$ cat config.mk
export PLATFORM = sky130hd
export DESIGN_NAME = rpn_stack_evaluator_unit_flat
export DESIGN_NICKNAME = d
export VERILOG_FILES = /design/src/sv/rse_pkg.sv /design/src/sv/rse_ifs.sv /design/src/sv/rse_stack.sv /design/src/sv/rse_alu.sv /design/src/sv/rpn_stack_evaluator_unit.sv /design/src/flat_wrapper.sv
export VERILOG_INCLUDE_DIRS = /design/src /design/src/sv
export SDC_FILE = /design/constraint.sdc
export NUM_CORES = 1
export LEC_CHECK = 0
export BUFFER_PORTS_ARGS = -buffer_cell sky130_fd_sc_hd__clkbuf_2
export CORE_MARGIN = 2
export CORE_UTILIZATION = 63
export CTS_CLUSTER_SIZE = 10
export DETAILED_ROUTE_END_ITERATION = 10
export PLACE_DENSITY = 0.81
export SYNTH_ARGS = -nofsm -noshare
export SYNTH_HDL_FRONTEND = slang
export SYNTH_SLANG_ARGS = --single-unit
$ cat constraint.sdc
create_clock -name clk -period 6 [get_ports clk]
set_clock_uncertainty 0.2 [all_clocks]
set_input_delay 0.6 -clock clk [delete_from_list [all_inputs] [get_ports clk]]
set_output_delay 0.6 -clock clk [all_outputs]
set_load 0.005 [all_outputs]
$ cat src/sv/rpn_stack_evaluator_unit_defines.svh
// Assertion macros for the RPN stack evaluator.
// Used by files that include this header; expects clk and arst_n in scope.
`ifndef RPN_STACK_EVALUATOR_UNIT_DEFINES_SVH
`define RPN_STACK_EVALUATOR_UNIT_DEFINES_SVH

// Same-cycle implication, disabled while reset is asserted.
`define RSE_ASSERT_IMPL(label, ante, cons, msg) \
	label: assert property (@(posedge clk) disable iff (!arst_n) (ante) |-> (cons)) \
		else $error(msg);

// Next-cycle implication, disabled while reset is asserted.
`define RSE_ASSERT_NEXT(label, ante, cons, msg) \
	label: assert property (@(posedge clk) disable iff (!arst_n) (ante) |=> (cons)) \
		else $error(msg);

`endif

$ cat src/sv/rse_pkg.sv
// Shared types, constants and helpers for the RPN stack evaluator.
// No dependencies; every other file of the block but the defines header imports this package.
`timescale 1ns / 1ps
`default_nettype none

package rse_pkg;

	localparam int unsigned DATA_W          = 32;
	localparam int unsigned OPCODE_W        = 3;
	localparam int unsigned STATUS_W        = 2;
	localparam int unsigned CNT_W           = $clog2(DATA_W);
	localparam int unsigned STACK_DEPTH_DEF = 16;

	typedef enum logic [OPCODE_W-1:0] {
		OP_PUSH = 3'd0,
		OP_ADD  = 3'd1,
		OP_SUB  = 3'd2,
		OP_MUL  = 3'd3,
		OP_DIV  = 3'd4
	} opcode_t;

	typedef enum logic [STATUS_W-1:0] {
		STS_OK        = 2'd0,
		STS_UNDERFLOW = 2'd1,
		STS_OVERFLOW  = 2'd2,
		STS_EMPTY     = 2'd3
	} status_t;

	typedef enum logic [1:0] {
		ALU_ADD,
		ALU_SUB,
		ALU_MUL,
		ALU_DIV
	} alu_op_t;

	typedef enum logic [1:0] {
		AP_IDLE,
		AP_RUN,
		AP_FIX,
		AP_DONE
	} alu_phase_t;

	typedef enum logic [2:0] {
		S_IDLE,
		S_RD_B,
		S_RD_A,
		S_ALU,
		S_CHK,
		S_RD_TOP,
		S_EMIT
	} state_t;

	typedef struct packed {
		logic    start;
		alu_op_t op;
	} alu_req_t;

	typedef struct packed {
		logic              done;
		logic [DATA_W-1:0] result;
	} alu_rsp_t;

	function automatic alu_op_t to_alu_op(input logic [OPCODE_W-1:0] opcode);
		alu_op_t op;
		case (opcode)
			OP_SUB:  op = ALU_SUB;
			OP_MUL:  op = ALU_MUL;
			OP_DIV:  op = ALU_DIV;
			default: op = ALU_ADD;
		endcase
		return op;
	endfunction

endpackage

`default_nettype wire

$ cat src/sv/rse_ifs.sv
// Valid/ready channel interfaces for tokens in and results out.
// Depends on rse_pkg for field widths.
`timescale 1ns / 1ps
`default_nettype none

interface rse_tok_if import rse_pkg::*; ();
	logic                     valid;
	logic                     ready;
	logic [OPCODE_W-1:0]      opcode;
	logic signed [DATA_W-1:0] number_value;
	logic                     end_of_expression;

	modport source(output valid, opcode, number_value, end_of_expression, input ready);
	modport sink(input valid, opcode, number_value, end_of_expression, output ready);
endinterface

interface rse_res_if import rse_pkg::*; ();
	logic                     valid;
	logic                     ready;
	logic signed [DATA_W-1:0] result_value;
	logic [STATUS_W-1:0]      status;

	modport source(output valid, result_value, status, input ready);
	modport sink(input valid, result_value, status, output ready);
endinterface

`default_nettype wire

$ cat src/sv/rse_stack.sv
// Operand stack storage: one write port and one read port with registered data.
// Depends on rse_pkg for the data width.
`timescale 1ns / 1ps
`default_nettype none

module rse_stack import rse_pkg::*; #(
	parameter int unsigned DEPTH = STACK_DEPTH_DEF
) (
	input  wire logic                     clk,
	input  wire logic                     we,
	input  wire logic [$clog2(DEPTH)-1:0] waddr,
	input  wire logic [DATA_W-1:0]        wdata,
	input  wire logic                     re,
	input  wire logic [$clog2(DEPTH)-1:0] raddr,
	output      logic [DATA_W-1:0]        rdata
);

	logic [DATA_W-1:0] mem [DEPTH];
	logic [DATA_W-1:0] rdata_q;

	always_ff @(posedge clk) begin
		if (we) begin
			mem[waddr] <= wdata;
		end
	end

	always_ff @(posedge clk) begin
		if (re) begin
			rdata_q <= mem[raddr];
		end
	end

	assign rdata = rdata_q;

endmodule

`default_nettype wire

$ cat src/sv/rse_alu.sv
// Shared arithmetic unit: add and subtract in one step, shift-add multiply
// and restoring divide one bit per cycle over one shared adder. Uses rse_pkg.
`timescale 1ns / 1ps
`default_nettype none

module rse_alu import rse_pkg::*; (
	input  wire logic              clk,
	input  wire logic              arst_n,
	input  wire alu_req_t          req,
	input  wire logic [DATA_W-1:0] a,
	input  wire logic [DATA_W-1:0] b,
	output      alu_rsp_t          rsp
);

	alu_phase_t        phase_q, phase_d;
	alu_op_t           op_q, op_d;
	logic              neg_q, neg_d;
	logic [CNT_W-1:0]  cnt_q, cnt_d;
	logic [DATA_W-1:0] acc_q, acc_d;
	logic [DATA_W-1:0] q_q, q_d;
	logic [DATA_W-1:0] m_q, m_d;

	logic [DATA_W:0]   add_x, add_y;
	logic              add_ci;
	logic [DATA_W+1:0] sum;

	function automatic logic [DATA_W-1:0] mag(input logic [DATA_W-1:0] x);
		return x[DATA_W-1] ? (~x + 1'b1) : x;
	endfunction

	always_comb begin
		add_x  = '0;
		add_y  = '0;
		add_ci = 1'b0;
		case (phase_q)
			AP_IDLE: begin
				add_x  = {1'b0, a};
				add_y  = (req.op == ALU_SUB) ? {1'b1, ~b} : {1'b0, b};
				add_ci = (req.op == ALU_SUB);
			end
			AP_RUN: begin
				if (op_q == ALU_MUL) begin
					add_x = {1'b0, acc_q};
					add_y = q_q[0] ? {1'b0, m_q} : '0;
				end else begin
					add_x  = {acc_q, q_q[DATA_W-1]};
					add_y  = {1'b1, ~m_q};
					add_ci = 1'b1;
				end
			end
			AP_FIX: begin
				add_y  = {1'b1, ~q_q};
				add_ci = 1'b1;
			end
			default: begin
				add_x = '0;
			end
		endcase
	end

	assign sum = {1'b0, add_x} + {1'b0, add_y} + {{(DATA_W+1){1'b0}}, add_ci};

	always_comb begin
		phase_d = phase_q;
		op_d    = op_q;
		neg_d   = neg_q;
		cnt_d   = cnt_q;
		acc_d   = acc_q;
		q_d     = q_q;
		m_d     = m_q;
		case (phase_q)
			AP_IDLE: begin
				if (req.start) begin
					op_d  = req.op;
					cnt_d = '0;
					neg_d = a[DATA_W-1] ^ b[DATA_W-1];
					case (req.op)
						ALU_ADD, ALU_SUB: begin
							acc_d   = sum[DATA_W-1:0];
							phase_d = AP_DONE;
						end
						ALU_MUL: begin
							acc_d   = '0;
							q_d     = a;
							m_d     = b;
							phase_d = AP_RUN;
						end
						default: begin
							if (b == '0) begin
								q_d     = '1;
								phase_d = AP_DONE;
							end else begin
								acc_d   = '0;
								q_d     = mag(a);
								m_d     = mag(b);
								phase_d = AP_RUN;
							end
						end
					endcase
				end
			end
			AP_RUN: begin
				cnt_d = cnt_q + 1'b1;
				if (op_q == ALU_MUL) begin
					acc_d = sum[DATA_W-1:0];
					q_d   = {1'b0, q_q[DATA_W-1:1]};
					m_d   = {m_q[DATA_W-2:0], 1'b0};
				end else if (sum[DATA_W+1]) begin
					acc_d = sum[DATA_W-1:0];
					q_d   = {q_q[DATA_W-2:0], 1'b1};
				end else begin
					acc_d = {acc_q[DATA_W-2:0], q_q[DATA_W-1]};
					q_d   = {q_q[DATA_W-2:0], 1'b0};
				end
				if (cnt_q == CNT_W'(DATA_W - 1)) begin
					phase_d = (op_q == ALU_DIV && neg_q) ? AP_FIX : AP_DONE;
				end
			end
			AP_FIX: begin
				q_d     = sum[DATA_W-1:0];
				phase_d = AP_DONE;
			end
			default: begin
				phase_d = AP_IDLE;
			end
		endcase
	end

	always_ff @(posedge clk or negedge arst_n) begin
		if (!arst_n) begin
			phase_q <= AP_IDLE;
		end else begin
			phase_q <= phase_d;
		end
	end

	always_ff @(posedge clk) begin
		op_q  <= op_d;
		neg_q <= neg_d;
		cnt_q <= cnt_d;
		acc_q <= acc_d;
		q_q   <= q_d;
		m_q   <= m_d;
	end

	assign rsp.done   = (phase_q == AP_DONE);
	assign rsp.result = (op_q == ALU_DIV) ? q_q : acc_q;

endmodule

`default_nettype wire

$ cat src/sv/rpn_stack_evaluator_unit.sv
// Integer RPN evaluator: token sequencer, operand stack and shared ALU.
// Depends on rse_pkg, rse_ifs, rse_stack, rse_alu and the defines header.
//
// Tokens arrive on the tok channel (opcode, number_value, end_of_expression)
// and one result per expression leaves on the res channel (result_value,
// status) when the token marked end_of_expression has been processed.
// The block takes one token at a time; tok.ready is high only while idle.
// A push or an ignored token goes straight to the check state; an arithmetic
// token reads both operands, runs the ALU and writes back; the shift-add multiplier
// and the restoring divider retire one bit per cycle through one adder.
// A final token then reads the stack top and loads the output register,
// or only loads it when it reports an error or an empty stack. The result sits
// in an output register; while the receiver stalls, the block still takes
// tokens until the next final token, which waits until the pending result
// is taken.
// Reset empties the stack and clears any error and any pending result;
// no clearing pass is needed. After each result the stack is empty again.
`timescale 1ns / 1ps
`default_nettype none
`include "rpn_stack_evaluator_unit_defines.svh"

module rpn_stack_evaluator_unit import rse_pkg::*; #(
	parameter int unsigned STACK_DEPTH = STACK_DEPTH_DEF
) (
	input  wire logic clk,
	input  wire logic arst_n,
	rse_tok_if.sink   tok,
	rse_res_if.source res
);

	localparam int unsigned AW  = $clog2(STACK_DEPTH);
	localparam int unsigned SPW = $clog2(STACK_DEPTH + 1);

	state_t            state_q, state_d;
	logic [SPW-1:0]    sp_q, sp_d;
	status_t           err_q, err_d;
	logic              res_valid_q, res_valid_d;
	logic [DATA_W-1:0] res_value_q;
	status_t           res_status_q;
	logic              last_q, last_d;
	alu_op_t           aop_q, aop_d;
	logic [DATA_W-1:0] b_q, b_d;
	logic [DATA_W-1:0] fin_value_q, fin_value_d;
	status_t           fin_status_q, fin_status_d;
	logic              emit_load;

	logic [SPW-1:0]    sp_m1, sp_m2;
	logic              mem_we, mem_re;
	logic [AW-1:0]     mem_waddr, mem_raddr;
	logic [DATA_W-1:0] mem_wdata, mem_rdata;
	alu_req_t          alu_req;
	alu_rsp_t          alu_rsp;

	assign sp_m1 = sp_q - SPW'(1);
	assign sp_m2 = sp_q - SPW'(2);

	rse_stack #(
		.DEPTH(STACK_DEPTH)
	) u_stack (
		.clk  (clk),
		.we   (mem_we),
		.waddr(mem_waddr),
		.wdata(mem_wdata),
		.re   (mem_re),
		.raddr(mem_raddr),
		.rdata(mem_rdata)
	);

	rse_alu u_alu (
		.clk   (clk),
		.arst_n(arst_n),
		.req   (alu_req),
		.a     (mem_rdata),
		.b     (b_q),
		.rsp   (alu_rsp)
	);

	always_comb begin
		state_d      = state_q;
		sp_d         = sp_q;
		err_d        = err_q;
		last_d       = last_q;
		aop_d        = aop_q;
		b_d          = b_q;
		fin_value_d  = fin_value_q;
		fin_status_d = fin_status_q;
		emit_load    = 1'b0;
		mem_we       = 1'b0;
		mem_waddr    = sp_q[AW-1:0];
		mem_wdata    = tok.number_value;
		mem_re       = 1'b0;
		mem_raddr    = sp_m1[AW-1:0];
		alu_req      = '{start: 1'b0, op: aop_q};
		case (state_q)
			S_IDLE: begin
				if (tok.valid) begin
					last_d  = tok.end_of_expression;
					aop_d   = to_alu_op(tok.opcode);
					state_d = S_CHK;
					if (err_q == STS_OK) begin
						case (tok.opcode)
							OP_PUSH: begin
								if (sp_q >= SPW'(STACK_DEPTH)) begin
									err_d = STS_OVERFLOW;
								end else begin
									mem_we = 1'b1;
									sp_d   = sp_q + SPW'(1);
								end
							end
							OP_ADD, OP_SUB, OP_MUL, OP_DIV: begin
								if (sp_q < SPW'(2)) begin
									err_d = STS_UNDERFLOW;
								end else begin
									mem_re  = 1'b1;
									state_d = S_RD_B;
								end
							end
							default: begin
								state_d = S_CHK;
							end
						endcase
					end
				end
			end
			S_RD_B: begin
				b_d       = mem_rdata;
				mem_re    = 1'b1;
				mem_raddr = sp_m2[AW-1:0];
				state_d   = S_RD_A;
			end
			S_RD_A: begin
				alu_req.start = 1'b1;
				state_d       = S_ALU;
			end
			S_ALU: begin
				if (alu_rsp.done) begin
					mem_we    = 1'b1;
					mem_waddr = sp_m2[AW-1:0];
					mem_wdata = alu_rsp.result;
					sp_d      = sp_m1;
					state_d   = S_CHK;
				end
			end
			S_CHK: begin
				if (!last_q) begin
					state_d = S_IDLE;
				end else if (err_q != STS_OK) begin
					fin_value_d  = '0;
					fin_status_d = err_q;
					state_d      = S_EMIT;
				end else if (sp_q == '0) begin
					fin_value_d  = '0;
					fin_status_d = STS_EMPTY;
					state_d      = S_EMIT;
				end else begin
					mem_re  = 1'b1;
					state_d = S_RD_TOP;
				end
			end
			S_RD_TOP: begin
				fin_value_d  = mem_rdata;
				fin_status_d = STS_OK;
				state_d      = S_EMIT;
			end
			S_EMIT: begin
				if (!res_valid_q || res.ready) begin
					emit_load = 1'b1;
					sp_d      = '0;
					err_d     = STS_OK;
					state_d   = S_IDLE;
				end
			end
			default: begin
				state_d = S_IDLE;
			end
		endcase
		if (emit_load) begin
			res_valid_d = 1'b1;
		end else if (res.ready) begin
			res_valid_d = 1'b0;
		end else begin
			res_valid_d = res_valid_q;
		end
	end

	always_ff @(posedge clk or negedge arst_n) begin
		if (!arst_n) begin
			state_q <= S_IDLE;
		end else begin
			state_q <= state_d;
		end
	end

	always_ff @(posedge clk or negedge arst_n) begin
		if (!arst_n) begin
			sp_q        <= '0;
			err_q       <= STS_OK;
			res_valid_q <= 1'b0;
		end else begin
			sp_q        <= sp_d;
			err_q       <= err_d;
			res_valid_q <= res_valid_d;
		end
	end

	always_ff @(posedge clk) begin
		last_q       <= last_d;
		aop_q        <= aop_d;
		b_q          <= b_d;
		fin_value_q  <= fin_value_d;
		fin_status_q <= fin_status_d;
		if (emit_load) begin
			res_value_q  <= fin_value_q;
			res_status_q <= fin_status_q;
		end
	end

	assign tok.ready        = (state_q == S_IDLE);
	assign res.valid        = res_valid_q;
	assign res.result_value = res_value_q;
	assign res.status       = res_status_q;

	`RSE_ASSERT_IMPL(a_sp_in_range, 1'b1, sp_q <= SPW'(STACK_DEPTH), "Stack pointer is beyond the depth.")
	`RSE_ASSERT_IMPL(a_no_write_on_error, err_q != STS_OK, !mem_we, "Stack written with an error pending.")
	`RSE_ASSERT_IMPL(a_error_value_zero, res.valid && res.status != STS_OK, res.result_value == '0, "Error result carries a value.")
	`RSE_ASSERT_IMPL(a_alu_done_expected, alu_rsp.done, state_q == S_ALU, "Arithmetic unit finished outside its wait.")
	`RSE_ASSERT_NEXT(a_clear_after_emit, emit_load, sp_q == '0 && err_q == STS_OK, "Expression state not cleared.")

endmodule

`default_nettype wire

$ cat src/flat_wrapper.sv
// flat-port wrapper written by rule: the top's interface ports become plain ports
module rpn_stack_evaluator_unit_flat import rse_pkg::*;
#(
	parameter int unsigned STACK_DEPTH = STACK_DEPTH_DEF
)
  (clk, arst_n, tok_valid, tok_opcode, tok_number_value, tok_end_of_expression, tok_ready, res_valid, res_result_value, res_status, res_ready);
  rse_tok_if tok_i ();
  rse_res_if res_i ();
  input  wire logic clk;
  input  wire logic arst_n;
  input wire logic [$bits(tok_i.valid)-1:0] tok_valid;
  input wire logic [$bits(tok_i.opcode)-1:0] tok_opcode;
  input wire logic [$bits(tok_i.number_value)-1:0] tok_number_value;
  input wire logic [$bits(tok_i.end_of_expression)-1:0] tok_end_of_expression;
  output wire logic [$bits(tok_i.ready)-1:0] tok_ready;
  output wire logic [$bits(res_i.valid)-1:0] res_valid;
  output wire logic [$bits(res_i.result_value)-1:0] res_result_value;
  output wire logic [$bits(res_i.status)-1:0] res_status;
  input wire logic [$bits(res_i.ready)-1:0] res_ready;
  assign tok_i.valid = tok_valid;
  assign tok_i.opcode = tok_opcode;
  assign tok_i.number_value = tok_number_value;
  assign tok_i.end_of_expression = tok_end_of_expression;
  assign tok_ready = tok_i.ready;
  assign res_valid = res_i.valid;
  assign res_result_value = res_i.result_value;
  assign res_status = res_i.status;
  assign res_i.ready = res_ready;
  rpn_stack_evaluator_unit #(.STACK_DEPTH(STACK_DEPTH)) u_core (.clk(clk), .arst_n(arst_n), .tok(tok_i), .res(res_i));
endmodule
; ---- Word-level counts from Yosys, hierarchy flattened
; Memory sizes are Yosys's and may differ from the RTL's. A register that Yosys moved wholly into a read port is not among the register bits.
; Index checks and enable logic that the tools add are counted.
[totals]
wordCells = 194
reg_bits = 220
memories = 1
output_inout_bits = 36
mem_bits_rw = 512
[op_classes]
reduce_logical = 30
n_eq_ne = 35
add_sub_neg = 8
mux = 95
bitwise_logic = 5
order_cmp = 2
[memory_table]
columns = name, words, word_bits, read_ports, rd_clocked_by_memory_dff, wr, line
row1 = u_core.u_stack.mem, 16, 32, 1, 1, 1, rse_stack.sv:18  ; logic [DATA_W-1:0] mem [DEPTH];
[ops]
columns = op, count
row1 = two-way mux 32 bit, 19
row2 = one-hot mux 32 bit (2 select lines), 6
row3 = inverter 32 bit, 4
row4 = two-way mux 33 bit, 3
row5 = one-hot mux 33 bit (3 select lines), 1
row6 = one-hot mux 32 bit (3 select lines), 1
row7 = one-hot mux 33 bit (2 select lines), 1
row8 = "adder 32 x 1 -> 32 bit, second input constant", 2
row9 = two-way mux 5 bit, 7
row10 = adder 33 x 33 -> 34 bit, 1
row11 = adder 34 x 1 -> 34 bit, 1
row12 = logical NOT 32 bit, 1
row13 = two-way mux 2 bit, 12
row14 = two-way mux 3 bit, 8
row15 = two-way mux 1 bit, 22
row16 = one-hot mux 3 bit (7 select lines), 1
row17 = one-hot mux 2 bit (2 select lines), 4
row18 = one-hot mux 5 bit (3 select lines), 1
row19 = AND reduction 7 bit, 2
row20 = "equality test 3 x 2 -> 1 bit, second input constant", 4
row21 = "equality test 3 bit, second input constant", 4
row22 = two-way mux 4 bit, 3
row23 = "!= test 2 x 1 -> 1 bit, second input constant", 6
row24 = one-hot mux 2 bit (3 select lines), 2
row25 = 30 further kinds, 59

; ---- Logic depth before layout (Yosys ltp)
[logic_depth]
ltp_word = 8
mapped_depth = 19
depth_no_buf = 16

; ---- By module
; A second synthesis with hierarchy kept.
[unflattened]
cells_unflattened = 2501
area_unflattened_um2 = 35607.9
[by_module_without_submodules]
columns = mod, cells_each, area_each_um2, seq_area_each_um2, n_inst
row1 = rse_stack, 838, 20174.3, 16335.7, 1
row2 = rse_alu, 1349, 10625.2, 3173.0, 1
row3 = rpn_stack_evaluator_unit, 314, 4808.4, 3368.2, 1

; ---- Worst setup path after synthesis
; Ideal clock, no wire load.
[synth_timing]
path_type = register to register
start = reg u_core.state_q[0]
end = mem u_core.u_stack.mem[10][0], enable pin
arrival_ns = 4.312
path_stages_with_launch = 8
setup_slack_ns = 1.020
setup_time_ns = 0.468
t_required_ns = 5.332
n_path_buf = 1
path_cell_list = dfrtp_1 -> clkbuf_1 -> nor3_1 -> and2_1 -> nand2_1 -> o31ai_1 -> a21boi_0 -> nor3b_1
[synth_between]
elab_chain_len = 4
[synth_lines]
columns = element, line
row1 = from (decl), rpn_stack_evaluator_unit.sv:34  ; state_t state_q, state_d;
row2 = from (signal assigned), rpn_stack_evaluator_unit.sv:190  ; state_q <= state_d;
row3 = logical NOT 3 bit, n/a
row4 = net tok_ready, flat_wrapper.sv:15  ; output wire logic [$bits(tok_i.ready)-1:0] tok_ready;
row5 = one-hot mux 1 bit (2 select lines), rpn_stack_evaluator_unit.sv:94  ; case (state_q)
row6 = two-way mux 1 bit, rse_stack.sv:22  ; if (we) begin
row7 = two-way mux 1 bit (implied by the code), rse_stack.sv:23  ; mem[waddr] <= wdata;
row8 = to (decl), rse_stack.sv:18
; The timed path passes the listed nets, and every way through them passes these cells.

; ---- Worst setup path in the final report
[layout_timing]
start = reg u_core.aop_q[1]
end = reg u_core.u_alu.acc_q[27], data pin
[layout_between]
elab_chain_len = 8
[layout_lines]
columns = element, line
row1 = from (decl), rpn_stack_evaluator_unit.sv:41  ; alu_op_t aop_q, aop_d;
row2 = from (signal assigned), rpn_stack_evaluator_unit.sv:208  ; aop_q <= aop_d;
row3 = equality test 2 x 1 -> 1 bit, "rse_alu.sv:38, rse_alu.sv:39, rse_alu.sv:77"
row4 = two-way mux 33 bit, rse_alu.sv:38  ; add_y = (req.op == ALU_SUB) ? {1'b1, ~b} : {1'b0, b};
row5 = one-hot mux 33 bit (3 select lines), rse_alu.sv:35  ; case (phase_q)
row6 = adder 33 x 33 -> 34 bit, rse_alu.sv:61  ; assign sum = {1'b0, add_x} + {1'b0, add_y} + {{(DATA_W+1){1'b0}}, add_ci};
row7 = adder 34 x 1 -> 34 bit, rse_alu.sv:61
row8 = one-hot mux 32 bit (2 select lines) or two-way mux 32 bit (tied branches), "rse_alu.sv:77, rse_alu.sv:108"
row9 = "two-way mux 32 bit, on equally long branches", "rse_alu.sv:73, rse_alu.sv:104"
row10 = one-hot mux 32 bit (2 select lines) *, rse_alu.sv:71  ; case (phase_q)
row11 = net u_core.u_alu.acc_d[27], rse_alu.sv:19  ; logic [DATA_W-1:0] acc_q, acc_d;
row12 = to (signal assigned), rse_alu.sv:141  ; acc_q <= acc_d;
row13 = to (decl), rse_alu.sv:19
; Mark *: on every way through the listed nets, which the timed path passes. The rest lies on a longest branch. The select of a mux whose other input is x is not followed.
; A chain may end at the register's enable or synchronous reset.

==> impl_metrics.env <==
export IMPL_post_place_ws_ps=809
export IMPL_via_per_inst=6.91
export IMPL_ff2ff_setup_slack_ps=640
export IMPL_synth_area_leaders="edfxtp_1, mux4_2, mux2i_1, a21oi_1, nand2_1"
export IMPL_drv_cap=0
export IMPL_cp_common_cell="inv_1"
export IMPL_drtIter0Drc=3236
export IMPL_hold_path_class="input pin to flop"
export IMPL_min_to="u_core.res.valid"
export IMPL_areaGrowthSynthToFinish_pct=11.3
export IMPL_crit_arrival_ps=5520
export IMPL_dp_cells=3303
export IMPL_numCtsBuffers=87
export IMPL_gp_congestion=1.09
export IMPL_yosys_warnings=0
export IMPL_critPathKind="flop to flop"
export IMPL_p_leak_uw=0.0137
export IMPL_slowest_delay_ps=510
export IMPL_fillers=3629
export IMPL_overflow=0
export IMPL_root_buffer="clkbuf_16"
export IMPL_finalSetupTns_ps=0
export IMPL_r2r_cells=17
export IMPL_die_w_um=242
export IMPL_reg2reg_to="u_core.u_alu.acc_q[27]"
export IMPL_ir_drop_uv=428
export IMPL_grt_max_degree=129
export IMPL_cts_htree_levels=3
export IMPL_slew_headroom=0.247
export IMPL_grt_antenna_before_repair=3
export IMPL_cp_buffers_inverters=3
export IMPL_clkTransAtPathRegs_ps=50
export IMPL_grt_pass1_wl_um=154000
export IMPL_synth_top_area_cell="edfxtp_1"
export IMPL_clkSinkCount=764
export IMPL_track_usage=0.359
export IMPL_synth_cell_types=70
export IMPL_hold_viol=0
export IMPL_syn_nets=2634
export IMPL_tightest_slew_ps=1110
export IMPL_yosys_area_top_type_share=0.633
export IMPL_synth_area_sq_um=35600
export IMPL_fin_cells=3429
export IMPL_ctsHoldBuffers=2
export IMPL_cp_max_fo=13
export IMPL_max_freq_ghz=0.187
export IMPL_synth_enable_flop_cells=751
export IMPL_start_util=0.634
export IMPL_synthArstFlopShare=0.0170
export IMPL_num_vias=23696
export IMPL_min_period_over_period=0.893
export IMPL_ios=76
export IMPL_cts_resized=0
export IMPL_clk_latency_ps=660
export IMPL_endpoint_kind="flop"
export IMPL_cp_cell_sequence="inv_1 > nand2_1 > buf_4 > xnor2_1 > o22ai_1 > a21oi_1 > or2_2 > inv_1 > ha_1 > nor2b_1 > o31a_1 > o211ai_1 > a211oi_1 > o21ai_1 > nor3b_4 > nand2b_1 > o21ai_0"
export IMPL_synth_seq_cells=764
export IMPL_slew_violations=0
export IMPL_nNetsFinal=2726
export IMPL_drt_pre_antenna_iters=8
export IMPL_power_density_nw_per_um2=658
export IMPL_drt_wl_total_um=104000
export IMPL_die_y_um=242
export IMPL_ys_seq_area_frac=0.642
export IMPL_clk_path_buf_depth=3
export IMPL_ant_nets=0
export IMPL_rsz0062_at_grt="no"
export IMPL_ys_flop_type="edfxtp_1"
export IMPL_setup_ws_ps=642
export IMPL_worst_hold_startpoint="res_ready"
export IMPL_drc_errors=0
export IMPL_min_period_ps=5360
export IMPL_worst_path_stages=17
export IMPL_finalSetupViolations=0
export IMPL_critPathTopFamily="simple AND/OR/NAND/NOR gates"
export IMPL_rows=87
export IMPL_coreArea_sq_um=56200
export IMPL_r2r_start="u_core.aop_q[1]"
export IMPL_wl_per_cell_um=30.4
export IMPL_syn_instance_count=2547
export IMPL_grt_pass1_vias=23693
export IMPL_critPathLaunchType="flop"
export IMPL_post_cts_buffers=0
export IMPL_avgSynthCellArea_sq_um=14.0
export IMPL_cts_tree="yes"
export IMPL_status="finished, final reports clean"
export IMPL_crit_path_top_delay_cell="nor3b_4"
export IMPL_drive_gt1_frac=0.162
export IMPL_hold_path_cell_count=3
export IMPL_dieArea_sq_um=58500
export IMPL_crit_required_ps=6160
export IMPL_portBuffers=75
export IMPL_dp_hpwl_um=64400
-- synth_stat cells, types with 5 or more instances --
cell type / number
edfxtp_1: 751
nand2_1: 226
a21oi_1: 196
nor2_1: 157
o21ai_0: 155
mux4_2: 128
clkbuf_1: 115
mux2i_1: 102
xnor2_1: 80
inv_1: 57
ha_1: 45
xor2_1: 45
a211oi_1: 41
nor2b_1: 40
and2_1: 37
o22ai_1: 25
nor3_1: 24
o31ai_1: 22
o21ai_1: 19
a222oi_1: 18
buf_2: 18
a21o_1: 17
nand2b_1: 15
dfrtp_1: 13
nand3_1: 13
nand4_1: 13
a31oi_1: 11
and3_1: 11
buf_1: 11
nor4_1: 10
o21a_1: 10
or2_2: 10
a22o_1: 9
mux2_2: 8
or3_1: 8
buf_4: 7
o41ai_1: 7
a22oi_1: 6
o211ai_1: 6
a21boi_0: 5
o21bai_1: 5
-- stage by stage --
stage	util	hold WS, ps	area (sq um)	power, uW
finish	0.706	93.0	39600	26100
global route	0.706	112	39600	27200
CTS	0.706	71.3	39600	25800
detailed placement	0.662	205	37200	20800
global placement	0.662	204	37200	20600
floorplan	-	104	35600	16900
-- power by group --
part	switching, uW	internal (uW)	leakage (uW)
logic	7930	4900	0.00559
registers	1010	7490	0.00697
clock network	2080	2670	0.00118
-- logic make-up after synthesis --
logic type      after synthesis  share of synthesized area
flops                       764                      0.642
compound gates              582                     0.0988
simple gates                579                     0.0749
mux                         238                      0.112
buf+inv                     212                     0.0243
xor+xnor                    125                     0.0307
fa+ha+maj                    47                     0.0169
-- registers in the layout, indices dropped and copies added (netlist names) --
register / cells
u_core.res.status: 2
u_core.aop_q: 2
u_core.u_alu.cnt_q: 5
u_core.u_alu.q_q: 32
u_core.last_q: 1
u_core.u_alu.acc_q: 32
u_core.res.valid: 1
u_core.sp_q: 5
u_core.err_q: 2
u_core.u_alu.op_q: 2
u_core.u_alu.neg_q: 1
u_core.u_stack.mem: 512
u_core.fin_status_q: 2
u_core.u_alu.phase_q: 2
u_core.state_q: 3
u_core.res.result_value: 32
u_core.b_q: 32
u_core.u_alu.m_q: 32
u_core.u_stack.rdata: 32
u_core.fin_value_q: 32
-- layout make-up --
class	instances	area, sq um	area share
Clock inverter	9	151	0.00382
Multi-Input combinational cell	1571	12100	0.304
Antenna cell	1	2.50	0.0000631
Tap cell	756	946	0.0239
Timing Repair Buffer	157	1080	0.0273
Inverter	58	218	0.00549
Sequential cell	764	22900	0.577
Clock buffer	113	2300	0.0579
-- worst register-to-register path, stage by stage (launching register included) --
cell and delay (ps):
edfxtp_1 470, inv_1 190, nand2_1 500, buf_4 390
xnor2_1 130, o22ai_1 120, a21oi_1 70, or2_2 350
inv_1 70, ha_1 210, nor2b_1 140, o31a_1 270
o211ai_1 410, a211oi_1 210, o21ai_1 210, nor3b_4 510
nand2b_1 490, o21ai_0 160
-- worst max-delay path by stage --
stage / startpoint / endpoint / slack [ps]
after detailed placement: u_core.aop_q[1] / u_core.u_alu.acc_q[5] / 810
after global routing: u_core.aop_q[1] / u_core.u_alu.acc_q[27] / 400
after global placement: u_core.aop_q[1] / u_core.u_alu.acc_q[5] / 930
after floorplan: u_core.state_q[0] / u_core.u_stack.mem[10][0] / 1020
final: u_core.aop_q[1] / u_core.u_alu.acc_q[27] / 640
after CTS: u_core.aop_q[1] / u_core.u_alu.acc_q[27] / 790
-- cells in the final DEF, fill, tap and decap left out, types with 73 or more instances in the layout --
cell type,n
a21oi_1,195
clkbuf_16,88
nand2_1,224
mux4_2,128
buf_4,73
mux2i_1,101
edfxtp_1,751
clkbuf_2,75
xnor2_1,78
o21ai_0,145
nor2_1,142
-- per-layer routing --
layer,vias to the layer above,global-route usage,share of wire
met5,-,0,0.00024
met4,4,0.149,0.039
met3,264,0.0678,0.10
met2,1670,0.584,0.49
met1,11803,0.482,0.37
li1,9955,-,-
Note: power is estimated with default switching activity, not from simulation.
